**src/rtl/core/hsvsb_pkg.sv**
```systemverilog
// Package for the HSV saturation boost unit: constants, reciprocals and the
// hue sector type. No dependencies.
`default_nettype none

package hsvsb_pkg;

   localparam int          GAIN_FRAC_BITS_DEF = 4;
   localparam int          GAIN_W             = 8;
   localparam int          PIX_W              = 8;
   localparam logic [7:0]  SAT_GAIN_RESET     = 8'd24;

   // hue degrees/2 per sector
   localparam logic [7:0]  HUE_SECTOR         = 8'd30;
   // 255*30, the ramp channel denominator
   localparam logic [12:0] RAMP_DEN           = 13'd7650;
   localparam logic [7:0]  FULL_SCALE         = 8'd255;

   // floor(2^24/255) and floor(2^32/7650); quotients come out at most one low
   localparam logic [16:0] RECIP_255          = 17'd65793;
   localparam logic [19:0] RECIP_7650         = 20'd561433;

   typedef enum logic [2:0] {
      SEC_0 = 3'd0,
      SEC_1 = 3'd1,
      SEC_2 = 3'd2,
      SEC_3 = 3'd3,
      SEC_4 = 3'd4,
      SEC_5 = 3'd5
   } sector_type;

endpackage

`default_nettype wire

```
**src/rtl/core/hsv_saturation_boost_unit.sv**
```systemverilog
// HSV saturation boost unit: BGR pixel to HSV, saturation gain, back to BGR.
// Depends on hsvsb_pkg.
//
//  channel | ports                                  | direction
//  --------+----------------------------------------+-----------
//  request | req_valid/req_stall, req_*_in          | in
//  result  | rsp_valid/rsp_stall, rsp_*_out         | out
//  csr     | csr_valid/csr_ready, csr_sat_gain      | in
//
// Fifteen register stages; one pixel enters per clock while the result side does not stall.
// The two bit-serial dividers (saturation and hue), one quotient bit per
// stage over eight stages, set the depth.
// Synchronous reset clears the valid bits and loads the gain with 24.
// A stall on the result side fills empty stages first, then holds the pipe.
`default_nettype none

module hsv_saturation_boost_unit #(
   parameter int GAIN_FRAC_BITS = hsvsb_pkg::GAIN_FRAC_BITS_DEF
) (
   input  wire logic       clock,
   input  wire logic       reset,
   input  wire logic       req_valid,
   output      logic       req_stall,
   input  wire logic [7:0] req_blue_in,
   input  wire logic [7:0] req_green_in,
   input  wire logic [7:0] req_red_in,
   output      logic       rsp_valid,
   input  wire logic       rsp_stall,
   output      logic [7:0] rsp_blue_out,
   output      logic [7:0] rsp_green_out,
   output      logic [7:0] rsp_red_out,
   input  wire logic       csr_valid,
   output      logic       csr_ready,
   input  wire logic [7:0] csr_sat_gain
);
   import hsvsb_pkg::*;

   localparam int NSTG = 15;
   localparam int NDIV = 8;

   logic [NSTG-1:0] vld_ff;
   logic [NSTG-1:0] en;
   logic [7:0]      gain_ff;

   // pipeline enables: a stage loads when empty or when its successor loads
   always_comb begin
      en[NSTG-1] = !vld_ff[NSTG-1] || !rsp_stall;
      for (int k = NSTG-2; k >= 0; k--) begin
         en[k] = !vld_ff[k] || en[k+1];
      end
   end

   assign req_stall = !en[0];
   assign rsp_valid = vld_ff[NSTG-1];
   assign csr_ready = 1'b1;

   always_ff @(posedge clock) begin
      if (reset) begin
         vld_ff  <= '0;
         gain_ff <= SAT_GAIN_RESET;
      end else begin
         if (csr_valid) begin
            gain_ff <= csr_sat_gain;
         end
         if (en[0]) begin
            vld_ff[0] <= req_valid;
         end
         for (int k = 1; k < NSTG; k++) begin
            if (en[k]) begin
               vld_ff[k] <= vld_ff[k-1];
            end
         end
      end
   end

   // stage 0: input register
   logic [7:0] r0_ff, g0_ff, b0_ff;
   always_ff @(posedge clock) begin
      if (en[0]) begin
         r0_ff <= req_red_in;
         g0_ff <= req_green_in;
         b0_ff <= req_blue_in;
      end
   end

   // stage 1: max, min, delta, saturation and hue numerators
   logic [7:0]  mx, mn, dl;
   logic [15:0] hnum, snum;
   logic [15:0] d30, d60, d120, d180;

   always_comb begin
      mx = r0_ff;
      mn = r0_ff;
      if (g0_ff > mx) mx = g0_ff;
      if (b0_ff > mx) mx = b0_ff;
      if (g0_ff < mn) mn = g0_ff;
      if (b0_ff < mn) mn = b0_ff;
      dl   = mx - mn;
      d30  = 16'(dl) * 16'd30;
      d60  = {d30[14:0], 1'b0};
      d120 = {d30[13:0], 2'b0};
      d180 = d120 + d60;
      snum = (16'(dl) << 8) - 16'(dl);
      if (mx == r0_ff) begin
         if (g0_ff >= b0_ff) hnum = 16'(g0_ff - b0_ff) * 16'd30;
         else                hnum = d180 - 16'(b0_ff - g0_ff) * 16'd30;
      end else if (mx == g0_ff) begin
         if (b0_ff >= r0_ff) hnum = d60 + 16'(b0_ff - r0_ff) * 16'd30;
         else                hnum = d60 - 16'(r0_ff - b0_ff) * 16'd30;
      end else begin
         if (r0_ff >= g0_ff) hnum = d120 + 16'(r0_ff - g0_ff) * 16'd30;
         else                hnum = d120 - 16'(g0_ff - r0_ff) * 16'd30;
      end
   end

   // divider pipeline: entry 0 is stage 1, entry j is stage 1+j
   logic [7:0]  dv_ff [NDIV+1];
   logic [7:0]  dd_ff [NDIV+1];
   logic [15:0] rs_ff [NDIV+1];
   logic [15:0] rh_ff [NDIV+1];
   logic [7:0]  qs_ff [NDIV+1];
   logic [7:0]  qh_ff [NDIV+1];

   always_ff @(posedge clock) begin
      if (en[1]) begin
         dv_ff[0] <= mx;
         dd_ff[0] <= dl;
         rs_ff[0] <= snum;
         rh_ff[0] <= hnum;
         qs_ff[0] <= '0;
         qh_ff[0] <= '0;
      end
   end

   for (genvar j = 1; j <= NDIV; j++) begin : g_div
      localparam int SH = NDIV - j;
      logic [16:0] sdiv, hdiv;
      logic        sge, hge;
      assign sdiv = 17'(dv_ff[j-1]) << SH;
      assign hdiv = 17'(dd_ff[j-1]) << SH;
      assign sge  = {1'b0, rs_ff[j-1]} >= sdiv;
      assign hge  = {1'b0, rh_ff[j-1]} >= hdiv;
      always_ff @(posedge clock) begin
         if (en[1+j]) begin
            dv_ff[j] <= dv_ff[j-1];
            dd_ff[j] <= dd_ff[j-1];
            rs_ff[j] <= sge ? 16'({1'b0, rs_ff[j-1]} - sdiv) : rs_ff[j-1];
            rh_ff[j] <= hge ? 16'({1'b0, rh_ff[j-1]} - hdiv) : rh_ff[j-1];
            qs_ff[j] <= {qs_ff[j-1][6:0], sge};
            qh_ff[j] <= {qh_ff[j-1][6:0], hge};
         end
      end
   end

   // stage 10: gain and hue sector
   logic [7:0]  s_a, h_a, f_a, ss_a;
   logic [15:0] sprod, sshift;
   sector_type  sec_a;
   logic [4:0]  t_a;

   always_comb begin
      s_a    = (dv_ff[NDIV] == '0) ? '0 : qs_ff[NDIV];
      h_a    = (dd_ff[NDIV] == '0) ? '0 : qh_ff[NDIV];
      sprod  = 16'(s_a) * 16'(gain_ff);
      sshift = sprod >> GAIN_FRAC_BITS;
      ss_a   = (|sshift[15:8]) ? FULL_SCALE : sshift[7:0];
      if (h_a >= 8'(5 * HUE_SECTOR)) begin
         sec_a = SEC_5;
         f_a   = h_a - 8'(5 * HUE_SECTOR);
      end else if (h_a >= 8'(4 * HUE_SECTOR)) begin
         sec_a = SEC_4;
         f_a   = h_a - 8'(4 * HUE_SECTOR);
      end else if (h_a >= 8'(3 * HUE_SECTOR)) begin
         sec_a = SEC_3;
         f_a   = h_a - 8'(3 * HUE_SECTOR);
      end else if (h_a >= 8'(2 * HUE_SECTOR)) begin
         sec_a = SEC_2;
         f_a   = h_a - 8'(2 * HUE_SECTOR);
      end else if (h_a >= HUE_SECTOR) begin
         sec_a = SEC_1;
         f_a   = h_a - HUE_SECTOR;
      end else begin
         sec_a = SEC_0;
         f_a   = h_a;
      end
      // odd sectors ramp downwards
      t_a = sec_a[0] ? 5'(HUE_SECTOR - f_a) : f_a[4:0];
   end

   logic [7:0] sa_ff, va_ff;
   logic [4:0] ta_ff;
   sector_type seca_ff;
   always_ff @(posedge clock) begin
      if (en[10]) begin
         sa_ff   <= ss_a;
         va_ff   <= dv_ff[NDIV];
         ta_ff   <= t_a;
         seca_ff <= sec_a;
      end
   end

   // stage 11: ramp factor and zero-channel product
   logic [13:0] mb;
   always_comb begin
      mb = 14'(RAMP_DEN) + 14'(sa_ff) * 14'(ta_ff) - 14'(sa_ff) * 14'd30;
   end

   logic [12:0] mb_ff;
   logic [15:0] zxb_ff;
   logic [7:0]  vb_ff;
   sector_type  secb_ff;
   always_ff @(posedge clock) begin
      if (en[11]) begin
         mb_ff   <= mb[12:0];
         zxb_ff  <= 16'(va_ff) * 16'(FULL_SCALE - sa_ff);
         vb_ff   <= va_ff;
         secb_ff <= seca_ff;
      end
   end

   // stage 12: ramp product and zero-channel reciprocal estimate
   logic [32:0] zprod;
   assign zprod = 33'(zxb_ff) * 33'(RECIP_255);

   logic [20:0] rxc_ff;
   logic [15:0] zxc_ff;
   logic [7:0]  zqc_ff, vc_ff;
   sector_type  secc_ff;
   always_ff @(posedge clock) begin
      if (en[12]) begin
         rxc_ff  <= 21'(vb_ff) * 21'(mb_ff);
         zxc_ff  <= zxb_ff;
         zqc_ff  <= zprod[31:24];
         vc_ff   <= vb_ff;
         secc_ff <= secb_ff;
      end
   end

   // stage 13: correct zero channel, estimate ramp channel
   logic [40:0] rprod;
   logic [16:0] zrem;
   logic [7:0]  zero_d;
   assign rprod  = 41'(rxc_ff) * 41'(RECIP_7650);
   assign zrem   = {1'b0, zxc_ff} - (17'({zqc_ff, 8'b0}) - 17'(zqc_ff));
   assign zero_d = (zrem >= 17'(FULL_SCALE)) ? zqc_ff + 8'd1 : zqc_ff;

   logic [20:0] rxd_ff;
   logic [7:0]  rqd_ff, zrd_ff, vd_ff;
   sector_type  secd_ff;
   always_ff @(posedge clock) begin
      if (en[13]) begin
         rxd_ff  <= rxc_ff;
         rqd_ff  <= rprod[39:32];
         zrd_ff  <= zero_d;
         vd_ff   <= vc_ff;
         secd_ff <= secc_ff;
      end
   end

   // stage 14: correct ramp channel, route channels by sector
   logic [20:0] rrem;
   logic [7:0]  ramp_e, ro, go, bo;
   always_comb begin
      rrem   = rxd_ff - 21'(rqd_ff) * 21'(RAMP_DEN);
      ramp_e = (rrem >= 21'(RAMP_DEN)) ? rqd_ff + 8'd1 : rqd_ff;
      case (secd_ff)
         SEC_0: begin
            ro = vd_ff;  go = ramp_e; bo = zrd_ff;
         end
         SEC_1: begin
            ro = ramp_e; go = vd_ff;  bo = zrd_ff;
         end
         SEC_2: begin
            ro = zrd_ff; go = vd_ff;  bo = ramp_e;
         end
         SEC_3: begin
            ro = zrd_ff; go = ramp_e; bo = vd_ff;
         end
         SEC_4: begin
            ro = ramp_e; go = zrd_ff; bo = vd_ff;
         end
         default: begin
            ro = vd_ff;  go = zrd_ff; bo = ramp_e;
         end
      endcase
   end

   logic [7:0] ro_ff, go_ff, bo_ff;
   always_ff @(posedge clock) begin
      if (en[14]) begin
         ro_ff <= ro;
         go_ff <= go;
         bo_ff <= bo;
      end
   end

   assign rsp_red_out   = ro_ff;
   assign rsp_green_out = go_ff;
   assign rsp_blue_out  = bo_ff;

   // a held result stays valid
   a_hold: assert property (@(posedge clock) disable iff (reset)
      rsp_valid && rsp_stall |=> rsp_valid)
      else $error("result lost under stall");

   // input is only held off behind an occupied first stage
   a_stall_full: assert property (@(posedge clock) disable iff (reset)
      req_stall |-> vld_ff[0])
      else $error("request stalled with empty first stage");

   // hue quotient stays below 180 for a coloured pixel
   a_hue_range: assert property (@(posedge clock) disable iff (reset)
      vld_ff[9] && (dd_ff[NDIV] != '0) |-> qh_ff[NDIV] < 8'd180)
      else $error("hue out of range");

   // corrected zero channel never exceeds the value channel
   a_zero_le_v: assert property (@(posedge clock) disable iff (reset)
      vld_ff[13] |-> zrd_ff <= vd_ff)
      else $error("zero channel above value");

endmodule

`default_nettype wire

```
**config.mk**
```make
export PLATFORM = sky130hd
export DESIGN_NAME = hsv_saturation_boost_unit
export DESIGN_NICKNAME = d
export VERILOG_FILES = /design/src/rtl/core/hsvsb_pkg.sv /design/src/rtl/core/hsv_saturation_boost_unit.sv
export SDC_FILE = /design/constraint.sdc
export NUM_CORES = 2
export LEC_CHECK = 0
export BUFFER_PORTS_ARGS = -buffer_cell sky130_fd_sc_hd__buf_2
export CAP_MARGIN = 30
export CORE_MARGIN = 2
export CORE_UTILIZATION = 64
export CTS_CLUSTER_DIAMETER = 40
export DETAILED_ROUTE_END_ITERATION = 16
export GPL_ROUTABILITY_DRIVEN = 0
export GPL_TIMING_DRIVEN = 0
export HOLD_SLACK_MARGIN = 0.06
export PLACE_DENSITY = 0.89
export SLEW_MARGIN = 40
export SYNTH_ARGS = -nofsm -noshare
export SYNTH_HDL_FRONTEND = slang
export SYNTH_SLANG_ARGS = --single-unit
```
**constraint.sdc**
```tcl
create_clock -name clock -period 20.5 [get_ports clock]
set_input_delay 4.1 -clock clock [delete_from_list [all_inputs] [get_ports clock]]
set_output_delay 4.1 -clock clock [all_outputs]
set_load 0.02 [all_outputs]
```
==> flow_summary_export.csv <==
group,metric,value,unit
setup_path,crit_chain,"buf_2 -> nand2_2 -> nor2_1 -> and2_1 -> and3_1 -> nand3_4 -> nor2_1 -> nand3_4 -> nor2_1 -> nand2_2 -> inv_1 -> buf_2",
global_routing,antenna_found_initial,3,
setup_path,path_class,"in -> out",
floorplanning,ios,64,
setup_path,startpoint,"rsp_stall",
timing,max_slew_margin,0.4416,
cts,clkTransAtPathRegs,0.06,ns
floorplanning,die_y,311.7,um
synthesis,async_reset_ff_frac,0,
global_routing,grt_overflow,0,
global_routing,grt_max_degree,53,
setup_path,end_kind,"primary output",
synthesis,syn_inst,5688,
synthesis,ys_ff_latch,694,
setup_path,cp-start-kind,"input port",
floorplanning,rows,112,
synthesis,ys_seq_area_frac,0.3402,
global_routing,grt_pass1_vias,45936,
cts,clock_sinks,694,
route,viasPerCell,6.110,
synthesis,synth.avg_cell_area,10.65,um^2
cts,clock_latency,0.65,ns
setup_path,crit_fanout,30,
global_routing,grtUsageMet3,0.04259,
route,num_vias,43828,
cts,h-tree-depth,3,
route,dr.pass1.iters,7,
timing,fin_crit_sh,0.6390,
floorplanning,die-area,0.09714,mm^2
job,cap_violations,0,
cts,post-cts-setup-buffers,0,
timing,min_period,13.10,ns
setup_path,slowest_stage,"nor2_1",
placement,dp.cells,7012,
placement,portBuffers,61,
timing,max_freq,76.34,MHz
final_layout,nets,7139,
final_layout,drive_gt1_frac,0.05292,
setup_path,r2r_cells,38,
setup_path,crit_end,"req_stall",
final_layout,fin_cells,7173,
global_routing,busiest_layer,"met2",
synthesis,yosys_warnings,0,
setup_path,crit_arrival,9.00,ns
setup_path,reg2reg_setup_slack,7.71,ns
cts,clk_path_buf_depth,3,
route,wl,141.6,mm
synthesis,synth_cell_types,98,
cts,root_buffer,"clkbuf_16",
setup_path,rr_startpoint,"r0_ff[1]",
timing,drv_slew,0,
cts,cts_resized,0,
run_status,status,"finished, final reports clean",
timing,fin_worst_skew,0.02464,ns
global_routing,grt_use_met1,0.3295,
synthesis,synth_area,0.06059,mm^2
cts,cts_tree,"done",
global_routing,grt_util_met2,0.5263,
synthesis,synth-edff-count,671,
floorplanning,initial_utilization,0.6472,
synthesis,synthesis.nets,6980,
setup_path,cpMostUsedCell,"nor2_1",
route,post_drt_wl_per_cell,19.74,um
route,antenna_left,0,
setup_path,r2r-end,"rh_ff[0][15]",
floorplanning,core,0.09361,mm^2
timing,fin_setup_tns,0,ns
route,drc,0,
timing,hold_viol_final,0,
timing,setup_violations,0,
route,drt_iter0_drc,4151,
synthesis,ys.flop_type,"edfxtp_1",
timing,worst_pin_slew,0.8300,ns
hold_path,hp-class,"reg -> reg",
cts,cts_made_buffers,87,
timing,rsz0062_at_grt,"false",
cts,holdBufCountCts,0,
placement,dp_hpwl,105.3,mm
setup_path,critPathMaxStageDelay,0.68,ns
global_routing,grt_pass1_wl,227.7,mm
global_routing,track_usage,0.2901,
floorplanning,fp.dieW,311.7,um
final_layout,syn2layout_area_growth,8.880,%
setup_path,crit_required,16.40,ns
==> area by class of cell <==
type | count | area [um^2]
Tap cell | 1254 | 1569
Clock inverter | 54 | 644.4
Buffer | 86 | 364.1
Timing Repair Buffer | 70 | 500.5
Multi-Input combinational cell | 4030 | 36560
Antenna cell | 4 | 10.01
Inverter | 878 | 3306
Fill cell | 5958 | 27640
Clock buffer | 103 | 2405
Sequential cell | 694 | 20610
==> cells by family after synthesis <==
kind of cell / Yosys count / synth area share
other: 1 / 0.00006190
xor gates and xnor gates: 437 / 0.06377
and+or+nand+nor: 1187 / 0.09870
adders and majority gates: 1258 / 0.3097
DFF: 694 / 0.3402
buffers and inverters: 964 / 0.06039
muxes: 80 / 0.01363
AOI/OAI and AO/OA: 1067 / 0.1135
==> flip-flops by register name, summed over array words and instances, names as in the netlist, 13 cells and up <==
register  flops
qh_ff        36
rxd_ff       20
dv_ff        72
dd_ff        64
mb_ff        13
rs_ff       128
zxc_ff       16
rxc_ff       21
rh_ff       120
qs_ff        36
vld_ff       15
zxb_ff       16
==> cells in the mapped netlist (8+ instances only) <==
cell type	number	share of area
a21oi_1	325	0.027
edfxtp_1	671	0.33
or3_1	21	0.0022
a22oi_1	9	0.0011
o21bai_1	74	0.0092
a31oi_1	21	0.0022
a21o_1	190	0.024
or4_1	12	0.0015
nand2_1	269	0.017
o21ai_0	198	0.016
mux2i_1	67	0.011
mux2_2	9	0.0017
clkbuf_1	76	0.0047
or2_2	8	0.00083
o31ai_1	22	0.0027
nand3_1	68	0.0056
nor4_1	34	0.0035
nor2b_1	102	0.011
xor2_1	131	0.019
o22ai_1	17	0.0018
xnor2_1	302	0.044
nor3_1	64	0.0053
inv_1	875	0.054
a21boi_0	20	0.0025
nand2b_1	93	0.0096
o21ai_1	11	0.00091
ha_1	851	0.18
nor2_1	297	0.018
and3_1	55	0.0057
a211oi_1	15	0.0019
o41ai_1	8	0.0012
o2111ai_1	8	0.0012
nand4_1	30	0.0031
o211ai_1	9	0.0011
and2_1	93	0.0096
o221ai_1	12	0.0017
fa_1	404	0.13
dfxtp_1	23	0.0076
nor3b_1	9	0.0011
o21a_1	35	0.0043
==> per-stage QoR <==
step	hold slack [ns]	util	area (um^2)	setup slack (ns)
2_1_floorplan	0.4003	-	60590	6.490
3_3_place_gp	0.4004	0.6672	62460	4.058
3_5_place_dp	0.4045	0.6714	62850	7.445
4_1_cts	0.4174	0.7039	65900	7.487
5_1_grt	0.4206	0.7046	65960	7.016
6_report	0.4181	0.7047	65970	7.401
==> placed cells by master, fill, tap and decap left out, types with 21 or more instances in the layout <==
master / instances
a21oi_1: 325
nand2_1: 263
and2_1: 93
nor2b_1: 102
buf_2: 66
xor2_1: 127
mux2i_1: 67
nor3_1: 64
inv_1: 869
clkbuf_16: 93
or3_1: 21
nand3_1: 65
xnor2_1: 290
clkbuf_1: 81
nor4_1: 34
nand2b_1: 93
o31ai_1: 22
nand4_1: 30
o21ai_0: 198
o21a_1: 35
a21o_1: 190
fa_1: 404
ha_1: 851
edfxtp_1: 671
o21bai_1: 74
dfxtp_1: 23
a31oi_1: 21
nor2_1: 297
and3_1: 55
==> worst min-delay path by stage <==
stage / to / cells after the start / from / slack [ns]
finish: qh_ff[0][26] / 0 / qh_ff[0][17] / 0.42
global route: qs_ff[0][49] / 0 / qs_ff[0][40] / 0.42
CTS: qs_ff[0][65] / 0 / qs_ff[0][56] / 0.42
detailed placement: qh_ff[0][41] / 0 / qh_ff[0][32] / 0.40
global placement: qh_ff[0][34] / 0 / qh_ff[0][25] / 0.40
floorplan: qh_ff[0][17] / 0 / qh_ff[0][8] / 0.40
==> layer usage <==
| layer | routed length [um] | share of wire | up-vias |
|---|---|---|---|
| li1 | - | - | 19990 |
| met1 | 51350 | 0.36 | 21077 |
| met2 | 72120 | 0.51 | 2114 |
| met3 | 9737 | 0.069 | 647 |
| met4 | 8417 | 0.059 | 0 |
| met5 | 0 | 0 | - |
==> worst max-delay path, delay by kind of cell <==
kind                   cells  cell delay (ns)
and+or+nand+nor            9             4.16
buffers and inverters      3             0.70
Power is left out: the tool's default activity adds up to more than one toggle a clock period on the data nets, which glitch-free logic cannot reach.
